[src/rtl/tqp_pkg.sv]
package tqp_pkg;

  // The default timer clock constant fits in 24 bits.
  localparam int DIVIDEND_W = 24;
  localparam int FREQ_W     = 16;
  localparam int DUR_W      = 16;
  localparam int TIME_W     = 32;
  localparam int STEP_W     = 5;

  typedef logic [STEP_W-1:0] step_t;

  typedef enum logic [1:0] {
    CMD_UPDATE   = 2'd0,
    CMD_APPEND   = 2'd1,
    CMD_MELODY   = 2'd2,
    CMD_SHUTDOWN = 2'd3
  } cmd_t;

  typedef enum logic [0:0] {
    REG_ENABLED = 1'b0,
    REG_BACKEND = 1'b1
  } cfg_reg_t;

  typedef enum logic [3:0] {
    OP_NOP,
    OP_ACCEPT,
    OP_SHUTDOWN,
    OP_APPEND_WR,
    OP_CLR_PLAY,
    OP_MEL_WR,
    OP_MEL_FIN,
    OP_STOP_ACT,
    OP_IDX_ZERO,
    OP_RD_NOTE,
    OP_BEGIN,
    OP_DIV_START,
    OP_DIV_DONE,
    OP_ADV,
    OP_FINISH,
    OP_EMIT
  } op_t;

  typedef enum logic [4:0] {
    CND_NEVER,
    CND_ALWAYS,
    CND_NO_ITEM,
    CND_DISABLED,
    CND_CMD_UPD,
    CND_CMD_APP,
    CND_CMD_MEL,
    CND_QFULL,
    CND_QNONEMPTY,
    CND_LOADFULL,
    CND_NOT_LAST,
    CND_ACTIVE,
    CND_SILENT,
    CND_DIV_BUSY,
    CND_NOT_DUE,
    CND_PLAY_MORE,
    CND_OUT_BUSY
  } cond_t;

  typedef struct packed {
    op_t   op;
    cond_t cond;
    step_t target;
  } ctrl_word_t;

  typedef struct packed {
    logic no_item;
    logic disabled;
    logic cmd_upd;
    logic cmd_app;
    logic cmd_mel;
    logic qfull;
    logic qnonempty;
    logic loadfull;
    logic not_last;
    logic active;
    logic silent;
    logic div_busy;
    logic not_due;
    logic play_more;
    logic out_busy;
  } flags_t;

  // Program entry points.
  localparam step_t S_IDLE     = 5'd0;
  localparam step_t S_APP      = 5'd6;
  localparam step_t S_APP_TAIL = 5'd10;
  localparam step_t S_MEL      = 5'd11;
  localparam step_t S_MEL_CHK  = 5'd13;
  localparam step_t S_UPD      = 5'd15;
  localparam step_t S_UPD_Q    = 5'd17;
  localparam step_t S_PLAY_1ST = 5'd18;
  localparam step_t S_NOTE     = 5'd19;
  localparam step_t S_DIV_WAIT = 5'd22;
  localparam step_t S_UPD_RUN  = 5'd24;
  localparam step_t S_OUT_WAIT = 5'd28;

  function automatic ctrl_word_t prog_word(input step_t s);
    ctrl_word_t w;
    w = '{op: OP_NOP, cond: CND_ALWAYS, target: S_IDLE};
    unique case (s)
      5'd0:  w = '{op: OP_ACCEPT,    cond: CND_NO_ITEM,   target: S_IDLE};
      5'd1:  w = '{op: OP_NOP,       cond: CND_DISABLED,  target: S_OUT_WAIT};
      5'd2:  w = '{op: OP_NOP,       cond: CND_CMD_UPD,   target: S_UPD};
      5'd3:  w = '{op: OP_NOP,       cond: CND_CMD_APP,   target: S_APP};
      5'd4:  w = '{op: OP_NOP,       cond: CND_CMD_MEL,   target: S_MEL};
      5'd5:  w = '{op: OP_SHUTDOWN,  cond: CND_ALWAYS,    target: S_OUT_WAIT};
      5'd6:  w = '{op: OP_NOP,       cond: CND_QFULL,     target: S_OUT_WAIT};
      5'd7:  w = '{op: OP_NOP,       cond: CND_QNONEMPTY, target: S_APP_TAIL};
      5'd8:  w = '{op: OP_APPEND_WR, cond: CND_NEVER,     target: S_IDLE};
      5'd9:  w = '{op: OP_CLR_PLAY,  cond: CND_ALWAYS,    target: S_PLAY_1ST};
      5'd10: w = '{op: OP_APPEND_WR, cond: CND_ALWAYS,    target: S_OUT_WAIT};
      5'd11: w = '{op: OP_NOP,       cond: CND_LOADFULL,  target: S_MEL_CHK};
      5'd12: w = '{op: OP_MEL_WR,    cond: CND_NEVER,     target: S_IDLE};
      5'd13: w = '{op: OP_NOP,       cond: CND_NOT_LAST,  target: S_OUT_WAIT};
      5'd14: w = '{op: OP_MEL_FIN,   cond: CND_NEVER,     target: S_IDLE};
      5'd15: w = '{op: OP_NOP,       cond: CND_QNONEMPTY, target: S_UPD_Q};
      5'd16: w = '{op: OP_STOP_ACT,  cond: CND_ALWAYS,    target: S_OUT_WAIT};
      5'd17: w = '{op: OP_NOP,       cond: CND_ACTIVE,    target: S_UPD_RUN};
      5'd18: w = '{op: OP_IDX_ZERO,  cond: CND_NEVER,     target: S_IDLE};
      5'd19: w = '{op: OP_RD_NOTE,   cond: CND_NEVER,     target: S_IDLE};
      5'd20: w = '{op: OP_BEGIN,     cond: CND_SILENT,    target: S_OUT_WAIT};
      5'd21: w = '{op: OP_DIV_START, cond: CND_NEVER,     target: S_IDLE};
      5'd22: w = '{op: OP_NOP,       cond: CND_DIV_BUSY,  target: S_DIV_WAIT};
      5'd23: w = '{op: OP_DIV_DONE,  cond: CND_ALWAYS,    target: S_OUT_WAIT};
      5'd24: w = '{op: OP_NOP,       cond: CND_NOT_DUE,   target: S_OUT_WAIT};
      5'd25: w = '{op: OP_ADV,       cond: CND_NEVER,     target: S_IDLE};
      5'd26: w = '{op: OP_NOP,       cond: CND_PLAY_MORE, target: S_NOTE};
      5'd27: w = '{op: OP_FINISH,    cond: CND_ALWAYS,    target: S_OUT_WAIT};
      5'd28: w = '{op: OP_NOP,       cond: CND_OUT_BUSY,  target: S_OUT_WAIT};
      5'd29: w = '{op: OP_EMIT,      cond: CND_ALWAYS,    target: S_IDLE};
      default: w = '{op: OP_NOP,     cond: CND_ALWAYS,    target: S_IDLE};
    endcase
    return w;
  endfunction

endpackage

[src/rtl/tqp_ram.sv]
module tqp_ram #(
  parameter int WIDTH = 32,
  parameter int DEPTH = 32
) (
  input  logic                     clk,
  input  logic                     we,
  input  logic [$clog2(DEPTH)-1:0] waddr,
  input  logic [WIDTH-1:0]         wdata,
  input  logic                     re,
  input  logic [$clog2(DEPTH)-1:0] raddr,
  output logic [WIDTH-1:0]         rdata
);

  logic [WIDTH-1:0] mem [DEPTH];

  always_ff @(posedge clk) begin
    if (we) begin
      mem[waddr] <= wdata;
    end
    if (re) begin
      rdata <= mem[raddr];
    end
  end

endmodule

[src/rtl/tqp_div.sv]
module tqp_div (
  input  logic                            clk,
  input  logic                            rst_n,
  input  logic                            start,
  input  logic [tqp_pkg::DIVIDEND_W-1:0]  dividend,
  input  logic [tqp_pkg::FREQ_W-1:0]      divisor,
  output logic                            busy,
  output logic [tqp_pkg::DIVIDEND_W-1:0]  quotient
);

  localparam int DVD_W = tqp_pkg::DIVIDEND_W;
  localparam int DVS_W = tqp_pkg::FREQ_W;
  localparam int CNT_W = $clog2(DVD_W + 1);

  logic [DVS_W-1:0] rem_r, rem_nxt;
  logic [DVS_W-1:0] dvs_r, dvs_nxt;
  logic [DVD_W-1:0] quo_r, quo_nxt;
  logic [CNT_W-1:0] cnt_r, cnt_nxt;
  logic [DVS_W:0]   trial;
  logic             fits;

  // Restoring division, one quotient bit a cycle; the dividend shifts out
  // of the top of quo_r as the quotient bits shift in at the bottom.
  assign trial = {rem_r, quo_r[DVD_W-1]};
  assign fits  = trial >= {1'b0, dvs_r};

  always_comb begin
    rem_nxt = rem_r;
    dvs_nxt = dvs_r;
    quo_nxt = quo_r;
    cnt_nxt = cnt_r;
    if (start) begin
      rem_nxt = '0;
      dvs_nxt = divisor;
      quo_nxt = dividend;
      cnt_nxt = CNT_W'(DVD_W);
    end else if (cnt_r != '0) begin
      rem_nxt = fits ? DVS_W'(trial - {1'b0, dvs_r}) : trial[DVS_W-1:0];
      quo_nxt = {quo_r[DVD_W-2:0], fits};
      cnt_nxt = cnt_r - 1'b1;
    end
  end

  always_ff @(posedge clk) begin
    if (!rst_n) begin
      cnt_r <= '0;
    end else begin
      cnt_r <= cnt_nxt;
    end
  end

  always_ff @(posedge clk) begin
    rem_r <= rem_nxt;
    dvs_r <= dvs_nxt;
    quo_r <= quo_nxt;
  end

  assign busy     = cnt_r != '0;
  assign quotient = quo_r;

endmodule

[src/rtl/tqp_seq.sv]
module tqp_seq (
  input  logic            clk,
  input  logic            rst_n,
  input  tqp_pkg::flags_t flags,
  output tqp_pkg::op_t    op
);

  tqp_pkg::step_t      upc_r, upc_nxt;
  tqp_pkg::ctrl_word_t cw;
  logic                take;

  assign cw = tqp_pkg::prog_word(upc_r);
  assign op = cw.op;

  always_comb begin
    unique case (cw.cond)
      tqp_pkg::CND_NEVER:     take = 1'b0;
      tqp_pkg::CND_ALWAYS:    take = 1'b1;
      tqp_pkg::CND_NO_ITEM:   take = flags.no_item;
      tqp_pkg::CND_DISABLED:  take = flags.disabled;
      tqp_pkg::CND_CMD_UPD:   take = flags.cmd_upd;
      tqp_pkg::CND_CMD_APP:   take = flags.cmd_app;
      tqp_pkg::CND_CMD_MEL:   take = flags.cmd_mel;
      tqp_pkg::CND_QFULL:     take = flags.qfull;
      tqp_pkg::CND_QNONEMPTY: take = flags.qnonempty;
      tqp_pkg::CND_LOADFULL:  take = flags.loadfull;
      tqp_pkg::CND_NOT_LAST:  take = flags.not_last;
      tqp_pkg::CND_ACTIVE:    take = flags.active;
      tqp_pkg::CND_SILENT:    take = flags.silent;
      tqp_pkg::CND_DIV_BUSY:  take = flags.div_busy;
      tqp_pkg::CND_NOT_DUE:   take = flags.not_due;
      tqp_pkg::CND_PLAY_MORE: take = flags.play_more;
      tqp_pkg::CND_OUT_BUSY:  take = flags.out_busy;
      default:                take = 1'b0;
    endcase
  end

  assign upc_nxt = take ? cw.target : upc_r + 1'b1;

  always_ff @(posedge clk) begin
    if (!rst_n) begin
      upc_r <= tqp_pkg::S_IDLE;
    end else begin
      upc_r <= upc_nxt;
    end
  end

endmodule

[src/rtl/tone_queue_player.sv]
// Channel  Direction  Handshake             Word
// in       input      in_valid / in_stall   cmd, now_ms, freq, length_ms, melody_last
// out      output     out_valid / out_stall divisor_load, divisor, speaker_gate,
//                                           playing, queue_count
// cfg      input      cfg_we                cfg_index, cfg_wdata (no read-back)
//
// One word is processed at a time by a microcoded step sequencer. The result sits in an
// output register, so the next input word is taken while the previous result is still
// stalled; out_stall only holds the sequencer at its output step when a new result is
// ready and the previous one has not yet left.
// Reset is synchronous and in_stall is high while it lasts; the note store needs no
// clearing pass and a word is taken from the first cycle after reset.
module tone_queue_player #(
  parameter int QUEUE_DEPTH    = 32,
  parameter int TIMER_CLOCK_HZ = 1193182
) (
  input  logic        clk,
  input  logic        rst_n,
  input  logic        in_valid,
  output logic        in_stall,
  input  logic [1:0]  in_cmd,
  input  logic [31:0] in_now_ms,
  input  logic [15:0] in_freq,
  input  logic [15:0] in_length_ms,
  input  logic        in_melody_last,
  output logic        out_valid,
  input  logic        out_stall,
  output logic        out_divisor_load,
  output logic [15:0] out_divisor,
  output logic        out_speaker_gate,
  output logic        out_playing,
  output logic [5:0]  out_queue_count,
  input  logic        cfg_we,
  input  logic [0:0]  cfg_index,
  input  logic [0:0]  cfg_wdata
);

  localparam int IDX_W  = $clog2(QUEUE_DEPTH);
  localparam int CNT_W  = $clog2(QUEUE_DEPTH + 1);
  localparam int FREQ_W = tqp_pkg::FREQ_W;
  localparam int DUR_W  = tqp_pkg::DUR_W;
  localparam int TIME_W = tqp_pkg::TIME_W;
  localparam int DVD_W  = tqp_pkg::DIVIDEND_W;
  localparam int NOTE_W = FREQ_W + DUR_W;
  localparam logic [DVD_W-1:0] CLK_DVD = DVD_W'(TIMER_CLOCK_HZ);
  localparam logic [CNT_W-1:0] DEPTH_C = CNT_W'(QUEUE_DEPTH);

  tqp_pkg::op_t    op;
  tqp_pkg::flags_t flags;

  logic              enabled_r, enabled_nxt;
  logic              backend_r, backend_nxt;
  logic [CNT_W-1:0]  qlen_r, qlen_nxt;
  logic [CNT_W-1:0]  play_idx_r, play_idx_nxt;
  logic [CNT_W-1:0]  load_idx_r, load_idx_nxt;
  logic [TIME_W-1:0] end_time_r, end_time_nxt;
  logic              active_r, active_nxt;
  logic              gate_r, gate_nxt;
  logic              res_load_r, res_load_nxt;
  logic [15:0]       res_div_r, res_div_nxt;

  tqp_pkg::cmd_t     cmd_r;
  logic [TIME_W-1:0] now_r;
  logic [FREQ_W-1:0] freq_r;
  logic [DUR_W-1:0]  dur_r;
  logic              last_r;

  logic              out_valid_r, out_valid_nxt;
  logic              out_load_r;
  logic [15:0]       out_div_r;
  logic              out_gate_r;
  logic              out_play_r;
  logic [5:0]        out_count_r;

  logic              ram_we;
  logic [IDX_W-1:0]  ram_waddr;
  logic [NOTE_W-1:0] ram_rdata;
  logic [FREQ_W-1:0] note_freq;
  logic [DUR_W-1:0]  note_dur;
  logic              div_busy;
  logic [DVD_W-1:0]  quotient;
  logic              accept;
  logic              out_free;

  assign in_stall  = !rst_n || op != tqp_pkg::OP_ACCEPT;
  assign accept    = in_valid && !in_stall;
  assign out_free  = !out_valid_r || !out_stall;
  assign note_freq = ram_rdata[NOTE_W-1:DUR_W];
  assign note_dur  = ram_rdata[DUR_W-1:0];

  assign ram_we    = op == tqp_pkg::OP_APPEND_WR || op == tqp_pkg::OP_MEL_WR;
  assign ram_waddr = (op == tqp_pkg::OP_MEL_WR) ? load_idx_r[IDX_W-1:0]
                                                : qlen_r[IDX_W-1:0];

  tqp_seq u_seq (
    .clk   (clk),
    .rst_n (rst_n),
    .flags (flags),
    .op    (op)
  );

  tqp_ram #(
    .WIDTH (NOTE_W),
    .DEPTH (QUEUE_DEPTH)
  ) u_notes (
    .clk   (clk),
    .we    (ram_we),
    .waddr (ram_waddr),
    .wdata ({freq_r, dur_r}),
    .re    (op == tqp_pkg::OP_RD_NOTE),
    .raddr (play_idx_r[IDX_W-1:0]),
    .rdata (ram_rdata)
  );

  tqp_div u_div (
    .clk      (clk),
    .rst_n    (rst_n),
    .start    (op == tqp_pkg::OP_DIV_START),
    .dividend (CLK_DVD),
    .divisor  (note_freq),
    .busy     (div_busy),
    .quotient (quotient)
  );

  always_comb begin
    flags.no_item   = !in_valid;
    flags.disabled  = !enabled_r;
    flags.cmd_upd   = cmd_r == tqp_pkg::CMD_UPDATE;
    flags.cmd_app   = cmd_r == tqp_pkg::CMD_APPEND;
    flags.cmd_mel   = cmd_r == tqp_pkg::CMD_MELODY;
    flags.qfull     = qlen_r >= DEPTH_C;
    flags.qnonempty = qlen_r != '0;
    flags.loadfull  = load_idx_r >= DEPTH_C;
    flags.not_last  = !last_r;
    flags.active    = active_r;
    flags.silent    = backend_r || note_freq == '0;
    flags.div_busy  = div_busy;
    flags.not_due   = now_r < end_time_r;
    flags.play_more = play_idx_r < qlen_r;
    flags.out_busy  = !out_free;
  end

  always_comb begin
    enabled_nxt  = enabled_r;
    backend_nxt  = backend_r;
    qlen_nxt     = qlen_r;
    play_idx_nxt = play_idx_r;
    load_idx_nxt = load_idx_r;
    end_time_nxt = end_time_r;
    active_nxt   = active_r;
    gate_nxt     = gate_r;
    res_load_nxt = res_load_r;
    res_div_nxt  = res_div_r;
    unique case (op)
      tqp_pkg::OP_ACCEPT: begin
        res_load_nxt = 1'b0;
        res_div_nxt  = '0;
      end
      tqp_pkg::OP_SHUTDOWN: begin
        qlen_nxt     = '0;
        play_idx_nxt = '0;
        end_time_nxt = '0;
        active_nxt   = 1'b0;
        gate_nxt     = 1'b0;
        load_idx_nxt = '0;
      end
      tqp_pkg::OP_APPEND_WR: qlen_nxt = qlen_r + 1'b1;
      tqp_pkg::OP_CLR_PLAY: begin
        play_idx_nxt = '0;
        active_nxt   = 1'b0;
      end
      tqp_pkg::OP_MEL_WR: load_idx_nxt = load_idx_r + 1'b1;
      tqp_pkg::OP_MEL_FIN: begin
        qlen_nxt     = load_idx_r;
        load_idx_nxt = '0;
        play_idx_nxt = '0;
        active_nxt   = 1'b0;
      end
      tqp_pkg::OP_STOP_ACT: begin
        // An empty queue only silences a note that is still being timed.
        if (active_r) begin
          active_nxt = 1'b0;
          gate_nxt   = 1'b0;
        end
      end
      tqp_pkg::OP_IDX_ZERO: play_idx_nxt = '0;
      tqp_pkg::OP_BEGIN: begin
        end_time_nxt = now_r + TIME_W'(note_dur);
        active_nxt   = 1'b1;
        gate_nxt     = 1'b0;
      end
      tqp_pkg::OP_DIV_DONE: begin
        res_load_nxt = 1'b1;
        res_div_nxt  = (quotient == '0) ? 16'd1 : quotient[15:0];
        gate_nxt     = 1'b1;
      end
      tqp_pkg::OP_ADV: play_idx_nxt = play_idx_r + 1'b1;
      tqp_pkg::OP_FINISH: begin
        qlen_nxt     = '0;
        play_idx_nxt = '0;
        active_nxt   = 1'b0;
        gate_nxt     = 1'b0;
      end
      default: begin
      end
    endcase

    // Register writes must come only while the sequencer waits for a word; unchecked.
    if (cfg_we) begin
      unique case (tqp_pkg::cfg_reg_t'(cfg_index))
        tqp_pkg::REG_ENABLED: begin
          enabled_nxt = cfg_wdata[0];
          if (!cfg_wdata[0]) begin
            qlen_nxt     = '0;
            play_idx_nxt = '0;
            active_nxt   = 1'b0;
            gate_nxt     = 1'b0;
            load_idx_nxt = '0;
          end
        end
        tqp_pkg::REG_BACKEND: begin
          backend_nxt  = cfg_wdata[0];
          qlen_nxt     = '0;
          play_idx_nxt = '0;
          active_nxt   = 1'b0;
          gate_nxt     = 1'b0;
          load_idx_nxt = '0;
        end
        default: begin
        end
      endcase
    end
  end

  always_comb begin
    out_valid_nxt = out_valid_r;
    if (op == tqp_pkg::OP_EMIT) begin
      out_valid_nxt = 1'b1;
    end else if (out_valid_r && !out_stall) begin
      out_valid_nxt = 1'b0;
    end
  end

  always_ff @(posedge clk) begin
    if (!rst_n) begin
      enabled_r   <= 1'b1;
      backend_r   <= 1'b0;
      qlen_r      <= '0;
      play_idx_r  <= '0;
      load_idx_r  <= '0;
      end_time_r  <= '0;
      active_r    <= 1'b0;
      gate_r      <= 1'b0;
      res_load_r  <= 1'b0;
      out_valid_r <= 1'b0;
    end else begin
      enabled_r   <= enabled_nxt;
      backend_r   <= backend_nxt;
      qlen_r      <= qlen_nxt;
      play_idx_r  <= play_idx_nxt;
      load_idx_r  <= load_idx_nxt;
      end_time_r  <= end_time_nxt;
      active_r    <= active_nxt;
      gate_r      <= gate_nxt;
      res_load_r  <= res_load_nxt;
      out_valid_r <= out_valid_nxt;
    end
  end

  always_ff @(posedge clk) begin
    res_div_r <= res_div_nxt;
    if (accept) begin
      cmd_r  <= tqp_pkg::cmd_t'(in_cmd);
      now_r  <= in_now_ms;
      freq_r <= in_freq;
      dur_r  <= in_length_ms;
      last_r <= in_melody_last;
    end
    if (op == tqp_pkg::OP_EMIT) begin
      out_load_r  <= res_load_r;
      out_div_r   <= res_div_r;
      out_gate_r  <= gate_r;
      out_play_r  <= active_r;
      out_count_r <= 6'(qlen_r);
    end
  end

  assign out_valid        = out_valid_r;
  assign out_divisor_load = out_load_r;
  assign out_divisor      = out_div_r;
  assign out_speaker_gate = out_gate_r;
  assign out_playing      = out_play_r;
  assign out_queue_count  = out_count_r;

endmodule

[config.mk]
export PLATFORM = sky130hd
export DESIGN_NAME = tone_queue_player
export DESIGN_NICKNAME = d
export VERILOG_FILES = /design/src/rtl/tqp_pkg.sv /design/src/rtl/tqp_ram.sv /design/src/rtl/tqp_div.sv /design/src/rtl/tqp_seq.sv /design/src/rtl/tone_queue_player.sv
export SDC_FILE = /design/constraint.sdc
export NUM_CORES = 1
export LEC_CHECK = 0
export BUFFER_PORTS_ARGS = -buffer_cell sky130_fd_sc_hd__buf_2
export CORE_AREA = 2 2 371 373
export DETAILED_ROUTE_END_ITERATION = 7
export DIE_AREA = 0 0 373 375
export PLACE_DENSITY = 0.67
export SLEW_MARGIN = 20
export SYNTH_ARGS = -nofsm -noshare
export SYNTH_HDL_FRONTEND = slang
export SYNTH_HIERARCHICAL = 1
export SYNTH_SLANG_ARGS = --single-unit
[constraint.sdc]
create_clock -name clk -period 6.1 [get_ports clk]
set_input_delay 1.22 -clock clk [delete_from_list [all_inputs] [get_ports clk]]
set_output_delay 1.22 -clock clk [all_outputs]
set_load 0.05 [all_outputs]
; ---- Word-level counts from Yosys, hierarchy flattened
; Memories as Yosys holds them, arrays and structs flattened. A register that Yosys moved wholly into a read port is not among the register bits.
; Cells that the tools add are included.
[totals]
register_bits = 230
ramBits = 1024
mem_bits_ro = 448
input_bits = 74
n_memories = 2
[memory_table]
columns = memory, depth, word_bits, read_ports, rd_ports_with_merged_regs, wr, line
row1 = u_notes.mem, 32, 32, 1, 1, 1, tqp_ram.sv:14  ; logic [WIDTH-1:0] mem [DEPTH];
row2 = (no name shown), 32, 14, 1, 1, 0, tqp_pkg.sv:104  ; unique case (s)
[op_classes]
n_addsub = 7
n_lt_le_gt_ge = 5
n_eq_ne = 34
n_mux = 36
bitwise = 2
n_reduce_logical = 31
[op_table]
columns = cell, n
row1 = $pmux W32 S2, 1
row2 = $pmux W6 S2, 5
row3 = $eq A5 B4 Y1 const B, 8
row4 = $mux W6, 6
row5 = $add A32 B16 Y32, 1
row6 = $eq A4 B4 Y1 const B, 8
row7 = $lt A32 B32 Y1, 1
row8 = $mux W16, 2
row9 = $pmux W16 S2, 1
row10 = $mux W5, 5
row11 = $logic_not A24 Y1, 1
row12 = $eq A5 B3 Y1 const B, 4
row13 = $add A6 B1 Y6 const B, 3
row14 = $pmux W6 S3, 1
row15 = $ge A17 B16 Y1, 1
row16 = $eq A4 B3 Y1 const B, 4
row17 = $logic_not A16 Y1, 1
row18 = $pmux W1 S16, 1
row19 = $sub A16 B16 Y16, 1
row20 = $ge A6 B6 Y1 const B, 2
row21 = $eq A5 B2 Y1 const B, 2
row22 = $reduce_or A5 Y1, 2
row23 = $mux W1, 9
row24 = $eq A4 B2 Y1 const B, 2
row25 = 22 further kinds, 43

; ---- Depth between registers and ports, before layout
; Gate-level depths: netlist (run 1).
[depth]
ltp_word = 6
ltp_mapped = 20

; ---- By module
; Netlist (run 1), hierarchy kept.
[modules_own_cells]
columns = module, instances, cells_each, area_each_um2, seq_area_each_um2
row1 = tqp_ram, 1, 2260, 40811.6, 31710.4
row2 = tone_queue_player, 1, 750, 8125.3, 4364.2
row3 = tqp_div, 1, 296, 3367.0, 1621.6
row4 = tqp_seq, 1, 194, 1619.1, 380.4

; ---- Worst setup path before layout (run 1)
; OpenSTA, ideal clock, no wires.
[synth_path]
kind = input port to flip-flop
from = input port rst_n
to = register cmd_r[0], enable pin
arrival_ns = 4.888
required_time_ns = 5.608
setup_slack_ns = 0.720
cell_stages = 3
n_path_buf = 1
path_cell_list = clkbuf_1 > nand3_1 > nor2_1
[synth_via]
elab_chain_len = 4
[synth_lines]
columns = element, line
row1 = start: declaration, tone_queue_player.sv:18  ; input logic rst_n,
row2 = $logic_not A1 Y1, -
row3 = $logic_or A1 B1 Y1, tone_queue_player.sv:85  ; assign in_stall = !rst_n || op != tqp_pkg::OP_ACCEPT;
row4 = named net in_stall, tone_queue_player.sv:20  ; output logic in_stall,
row5 = $logic_not A1 Y1, tone_queue_player.sv:86  ; assign accept = in_valid && !in_stall;
row6 = $logic_and A1 B1 Y1, tone_queue_player.sv:86
row7 = named net accept, tone_queue_player.sv:82  ; logic accept;
row8 = end signal: assignment, tone_queue_player.sv:273  ; cmd_r <= tqp_pkg::cmd_t'(in_cmd);
row9 = end: declaration, tone_queue_player.sv:62  ; tqp_pkg::cmd_t cmd_r;
; The timed path passes the listed nets, and every way through them passes these cells.
; A chain may end at the register's enable or synchronous reset.

==> results by group, run 1 <==
Yosys
  – Syn Inst Count: 3500
  – Synth top area share: 0.670
  – FFs w/ async S/R, synth: 0
  – Main flop type after synthesis: edfxtp_1
  – Area contributors post-synth: edfxtp_1 (67%), mux2i_1 (10%), dfxtp_1 (3.6%)
  – Seq cells post-synth: 1300
  – Most frequent cell after synthesis: edfxtp_1
  – Synth warn: 6
  – Synth Area per Inst: 15.4 sq um
  – Synth cell count leaders: edfxtp_1 (1204), mux2i_1 (540), nand2_1 (178)
  – Synthesized area: 0.0539 sq mm
  – Post-synth EDFFs: 1204
  – Sequential fraction of the synthesis area: 0.706
  – Cell variety after synth: 94
  – Synth area leader: edfxtp_1

Die
  – Initial core utilization: 0.396
  – Die area: 0.140 sq mm
  – Core Area: 0.136 sq mm
  – IO Count: 101
  – Die H: 375 microns
  – Core Rows: 136
  – Die X-Extent: 373 microns

Clock tree
  – Post-CTS Hold Buffers: 0
  – CTS sink cnt: 1300
  – Cts repair resizes: 0
  – Root Driver: clkbuf_16
  – Number of buffers created by CTS: 131
  – Clock latency on the worst-skew pair: 0.76 ns
  – CTS tree: done
  – Htree depth: 4
  – Clock Tree Buf Depth: 3
  – Setup bufs post-CTS: 0
  – Clock Pin Slew Worst Setup and Hold Paths: 0.06 ns

Global routing
  – Vias in the first global route: 30000
  – First-pass GRT wire length: 194000 microns
  – Initial antenna violation count: 10
  – Tot GR Track Use: 0.185
  – Overflow left after global routing: 0
  – Largest net degree at the start of global routing: 120

Final layout
  – Fin util: 0.446
  – Share of cells above drive strength 1: 0.124
  – Layout Area Growth over Synthesis: 12.9%
  – Fill count: 11800
  – Final net count: 3812

Worst setup path
  – Reg-to-reg endpoint: u_seq/cw[11]
  – Worst EP required: 6.71 ns
  – RR Startpoint: now_r[9]
  – Worst setup path startpoint: now_r[9]
  – CP startpoint kind: register
  – R2R setup slack: 1.29 ns
  – Depth of the most critical reg-to-reg path: 18
  – CP arrival: 5.41 ns
  – Critical Path End Type: register
  – Critical path class: reg2reg
  – CP max FO: 19

Placement
  – DPL Wire Length: 75600 microns
  – IO Port Bufs: 100
  – GP Congestion: 0.812

Timing
  – Worst slew pin tran: 1.11 ns
  – Relative slew slack: 0.257
  – RSZ-0062 raised after global routing: no
  – # setup viols final: 0
  – Final period util: 0.788
  – Fmax: 208 MHz
  – Setup TNS: 0 ns
  – Final Max Tran Viols: 0
  – Hold Vio Cnt, Final: 0
  – Tmin final: 4.81 ns
  – Clock Skew: 0.0325 ns

Run status
  – Outcome: complete, no violations

Power
  – Sw Share: 0.252
  – Logic gate share of total power: 0.118
  – Max VDD drop: 0.000204 V
  – Total power: 21300 uW
  – P_sw: 5380 uW
  – Reg power frac: 0.512
  – P_leak: 0.0190 uW
  – Internal power: 15900 uW
  – Clock Power Share: 0.370
  – Pwr dens: 350 mW/mm^2

Routing
  – Routed WL: 132000 microns
  – DRT antenna net count: 0
  – Routed WL per cell: 23.9 microns
  – Detailed Routing Iterations Pass 1: 7
  – Initial drt markers: 3174
  – Routed vias/inst: 5.57
  – Post-route DRC: 0
  – DR vias: 30900

Min path
  – Hold_sp: res_div_r[0]
  – Hold Path End: out_divisor[0]
  – Hold path depth: 0
  – Worst Hold Class: reg2reg

Flow run
  – Max_cap viols: 0
[worst max path at each step]
stage / endpoint / slack (ns) / cells past startpoint
4_1_cts: u_seq/cw[11] / 1.26 / 18
3_3_place_gp: u_seq/cw[11] / 1.25 / 18
6_report: u_seq/cw[11] / 1.29 / 18
2_1_floorplan: cmd_r[0] / 0.72 / 3
3_5_place_dp: u_seq/cw[11] / 1.30 / 18
5_1_grt: u_seq/cw[11] / 0.96 / 18
[registers in the layout, indices dropped and copies added, names as in the netlist, 14 cells and up]
| register | cells |
|---|---|
| u_notes/mem | 1024 |
| dur_r | 16 |
| freq_r | 16 |
| now_r | 32 |
| u_div/dvs_r | 16 |
| u_notes/rdata | 32 |
| u_seq/cw | 14 |
| u_div/rem_r | 16 |
| end_time_r | 32 |
| out_divisor | 16 |
| res_div_r | 16 |
| u_div/quotient | 24 |
[kinds of logic (layout without fill, tap and decap cells)]
logic type / Yosys count / count (layout) / share of synthesized area
AOI/OAI and AO/OA: 580 / 580 / 0.0748
xor gates and xnor gates: 36 / 36 / 0.00585
adders and majority gates: 84 / 84 / 0.0198
buffers and inverters: 265 / 492 / 0.0260
DFF: 1300 / 1300 / 0.706
muxes: 573 / 573 / 0.108
other: 2 / 25 / 0.000139
and+or+nand+nor: 660 / 660 / 0.0597
[power by group through the flow]
stage / clock, uW / sequential (uW) / combinational (uW)
final: 7870 / 10900 / 2520
after CTS: 8010 / 10900 / 2500
after floorplan: 0 / 10900 / 1950
after global routing: 8340 / 11000 / 2780
after global placement: 0 / 11100 / 2460
after detailed placement: 0 / 11100 / 2490
[stage by stage]
| stage | worst slack (ns) | instances | instance area, sq um | hold slack [ns] |
|---|---|---|---|---|
| 3_3_place_gp | 1.25 | 5312 | 56600 | 0.404 |
| 6_report | 1.29 | 5544 | 60900 | 0.418 |
| 5_1_grt | 0.960 | 5543 | 60900 | 0.424 |
| 3_5_place_dp | 1.30 | 5313 | 56700 | 0.405 |
| 4_1_cts | 1.26 | 5541 | 60800 | 0.419 |
| 2_1_floorplan | 0.720 | 3522 | 54000 | 0.400 |
[cell type report]
type,count,area [sq um],share of cell area
flip-flops and latches,1300,38100,0.626
clock inverters,68,702,0.0115
multi-input cells,1957,14800,0.244
inverters,86,330,0.00543
repair buffers,178,1230,0.0201
clock buffers,160,3440,0.0565
diodes,1,2.50,0.0000411
well taps,1794,2240,0.0369
[layer usage]
layer | global-route usage | up-vias | share of wire
met3 | 0.0354 | 184 | 0.074
met1 | 0.256 | 15600 | 0.44
met5 | 0 | - | 0.000053
li1 | - | 13900 | -
met2 | 0.299 | 1165 | 0.47
met4 | 0.0509 | 2 | 0.020
[critical path, cell delays in order (launching register included)]
cell	delay (ns)
edfxtp_1	0.39
ha_1	0.32
a21o_1	0.17
a21o_1	0.18
a2111oi_0	0.37
o21ai_0	0.22
a21o_1	0.21
a32oi_1	0.35
mux2i_1	0.12
o22ai_1	0.17
a2bb2oi_1	0.10
o21ai_2	0.12
buf_4	0.29
mux2i_2	0.51
inv_1	0.24
ha_1	0.41
mux2_1	0.34
nand2_1	0.08
a32oi_1	0.09
[layout by cell type (no fill, tap or decap), drive strengths merged, types with 64 or more instances in the layout]
master / netlist / routed
mux2i: 541 / 541
buf: 106 / 178
clkbuf: 73 / 160
nor2: 116 / 116
a21oi: 157 / 157
nand2: 180 / 180
dfxtp: 96 / 96
a22oi: 113 / 113
a22o: 64 / 64
edfxtp: 1204 / 1204
nand3: 140 / 140
ha: 82 / 82
inv: 85 / 93
No activity file was read; power rests on OpenSTA's default activity.
==> run 2: changes to the inputs <==
Clock period 6.1 ns to 4.98 ns, I/O delays scaled along.
==> run 2 against run 1 <==
Maximum frequency increased by 4.6%. Register-to-register slack got worse by 0.91 ns. Combinational power rose by 26%. Clock power increased by 24%. Non-clock buffer count rose by 8. Worst hold slack about the same. Die area is the same. Critical path type unchanged. Critical endpoint is now u_seq/cw[13]. Largest power group unchanged. Highest routed layer is now met4.
==> results by group, run 2 (synthesized netlist as in run 1, its figures left out) <==
Clock tree
  – Setup bufs post-CTS: 0 (unchanged)
  – Clock latency on the worst-skew pair: 0.76 ns (about the same)
  – Htree depth: 4 (unchanged)
  – Clock Tree Buf Depth: 3 (unchanged)
  – Number of buffers created by CTS: 131 (unchanged)
  – Clock Pin Slew Worst Setup and Hold Paths: 0.06 ns (about the same)
  – CTS sink cnt: 1300 (unchanged)
  – CTS tree: done
  – Root Driver: clkbuf_16

Timing
  – Hold Vio Cnt, Final: 0 (unchanged)
  – Fmax: 217 MHz (+4.6%)
  – Worst slew pin tran: 1.09 ns (-0.0179 ns)
  – RSZ-0062 raised after global routing: no
  – # setup viols final: 0 (unchanged)
  – Relative slew slack: 0.263 (+0.00600)
  – Final period util: 0.923 (+0.135)
  – Tmin final: 4.60 ns (-0.210 ns)
  – Clock Skew: 0.0279 ns (-0.00459 ns)
  – Final Max Tran Viols: 0 (unchanged)
  – Setup TNS: 0 ns (unchanged)

Die
  – IO Count: 101 (unchanged)
  – Core Rows: 136 (unchanged)
  – Core Area: 0.136 sq mm (unchanged)
  – Die H: 375 microns (unchanged)
  – Die X-Extent: 373 microns (unchanged)
  – Die area: 0.140 sq mm (unchanged)
  – Initial core utilization: 0.396 (unchanged)

Worst setup path
  – Worst-path cell chain: inv_1 -> ha_1 -> a21o_1 -> a21o_1 -> a2111oi_0 -> o21ai_0 -> a21o_1 -> a32oi_1 -> mux2i_1 -> o22ai_1 -> a2bb2oi_1 -> o21ai_2 -> mux2i_2 -> ha_1 -> nor2_1 -> a2111oi_2
  – Crit path top cell by count: a21o_1
  – Critical path class: reg2reg
  – CP max FO: 11 (-8)
  – Critical Path End Type: register
  – Buffers plus inverters on the worst setup path: 1 (-1)
  – Worst EP required: 5.63 ns (-1.08 ns)
  – CP top delay family: compound AO/OA/AOI/OAI gates
  – CP startpoint kind: register
  – Critical path's slowest cell: ha_1
  – CP arrival: 5.25 ns (-0.16 ns)
  – RR Startpoint: end_time_r[9]
  – Worst setup path startpoint: end_time_r[9]
  – Peak per-stage delay on the critical path: 0.53 ns (+0.02 ns)

Final layout
  – Final net count: 3820 (+0.21%)
  – Commonest non-fill, non-tap cell in the layout: edfxtp_1
  – Largest register by flop count: u_notes/mem
  – Fill count: 11600 (-1.2%)
  – Register Area: 0.0381 sq mm (unchanged)
  – Max FFs per register: 1024 (unchanged)
  – Layout Area Growth over Synthesis: 13.6%
  – Multi-input gate area: 0.0148 sq mm (about the same)
  – Commonest cells after routing, fill and taps aside: edfxtp_1 (1204), mux2i_1 (539), nand2_1 (177), a21oi_1 (153), nand3_1 (139)
  – Final Cell Area: 0.0612 sq mm (+0.63%)
  – Share of cells above drive strength 1: 0.127 (+0.00333)

Routing
  – Routed vias/inst: 5.55 (-0.25%)
  – Detailed Routing Iterations Pass 1: 7 (unchanged)
  – Routed WL per cell: 23.2 microns (-3.0%)
  – DR vias: 30900 (-0.016%)
  – Post-route DRC: 0 (unchanged)
  – DRT antenna net count: 0 (unchanged)
  – Initial drt markers: 3101 (-2.3%)
  – Routed WL: 129000 microns (-2.8%)

Global routing
  – Vias in the first global route: 29600 (-1.4%)
  – Overflow left after global routing: 0 (unchanged)
  – Initial antenna violation count: 8 (-2)
  – First-pass GRT wire length: 191000 microns (-1.8%)
  – Tot GR Track Use: 0.180 (-0.00487)
  – Largest net degree at the start of global routing: 123 (+2.5%)

Placement
  – DPL Wire Length: 74400 microns (-1.6%)
  – IO Port Bufs: 100 (unchanged)
  – DP Area: 0.0569 sq mm (+0.38%)
  – GP Congestion: 0.852 (+5.0%)

Power
  – Pwr dens: 428 mW/mm^2 (+22%)
  – P_leak: 0.0191 uW (+0.75%)
  – Max VDD drop: 0.000342 V (+67%)

Run status
  – Outcome: complete, no violations

Min path
  – Worst Hold Class: reg2reg
  – Hold_sp: res_div_r[11]

Flow run
  – Max_cap viols: 0 (unchanged)
==> run 2: power by group <==
group,switching [uW],internal [uW],leakage (uW)
clock network,4080,5670,0.00204
logic,1920,1250,0.00540
registers,549,12800,0.0117
==> run 2: layer usage <==
layer  up-vias  wire [microns]  GRT usage
li1      14000               -          -
met1     15600           55600      0.249
met2      1148           61900      0.297
met3       201            8800     0.0312
met4         0            2350     0.0421
met5         -               0          0
==> run 2: path summary, 6_finish.rpt <==
path                                         to  slack [ns]  cells after the start
worst max-delay path               u_seq/cw[13]        0.38                     16
worst min-delay path            out_divisor[11]        0.42                      0
worst max register to register     u_seq/cw[13]        0.38                     16
worst min register to register  out_divisor[11]        0.42                      0
==> run 2: stage by stage <==
step / setup WS (ns) / utilization / hold WS (ns) / total power, uW / std cells
3_5_place_dp: 0.239 / 0.417 / 0.405 / 16700 / 5315
4_1_cts: 0.235 / 0.448 / 0.367 / 26400 / 5547
2_1_floorplan: 0.945 / - / 0.400 / 15700 / 3522
3_3_place_gp: 0.425 / 0.417 / 0.403 / 16500 / 5315
6_report: 0.381 / 0.449 / 0.417 / 26200 / 5557
5_1_grt: 0.0162 / 0.449 / 0.389 / 27200 / 5555
==> run 2: final cells by class <==
class	instances	area share
tap	1794	0.0367
timing repair buffer	186	0.0249
clock inverter	66	0.0123
inverter	86	0.00539
clock buffer	166	0.0565
sequential	1300	0.622
multi-input combinational	1957	0.242
antenna	2	0.0000817
==> run 2: repair_timing <==
item	in CTS	in global routing
hold buffers	0	0
gates resized for setup	0	1
endpoints found under the setup margin	0	10
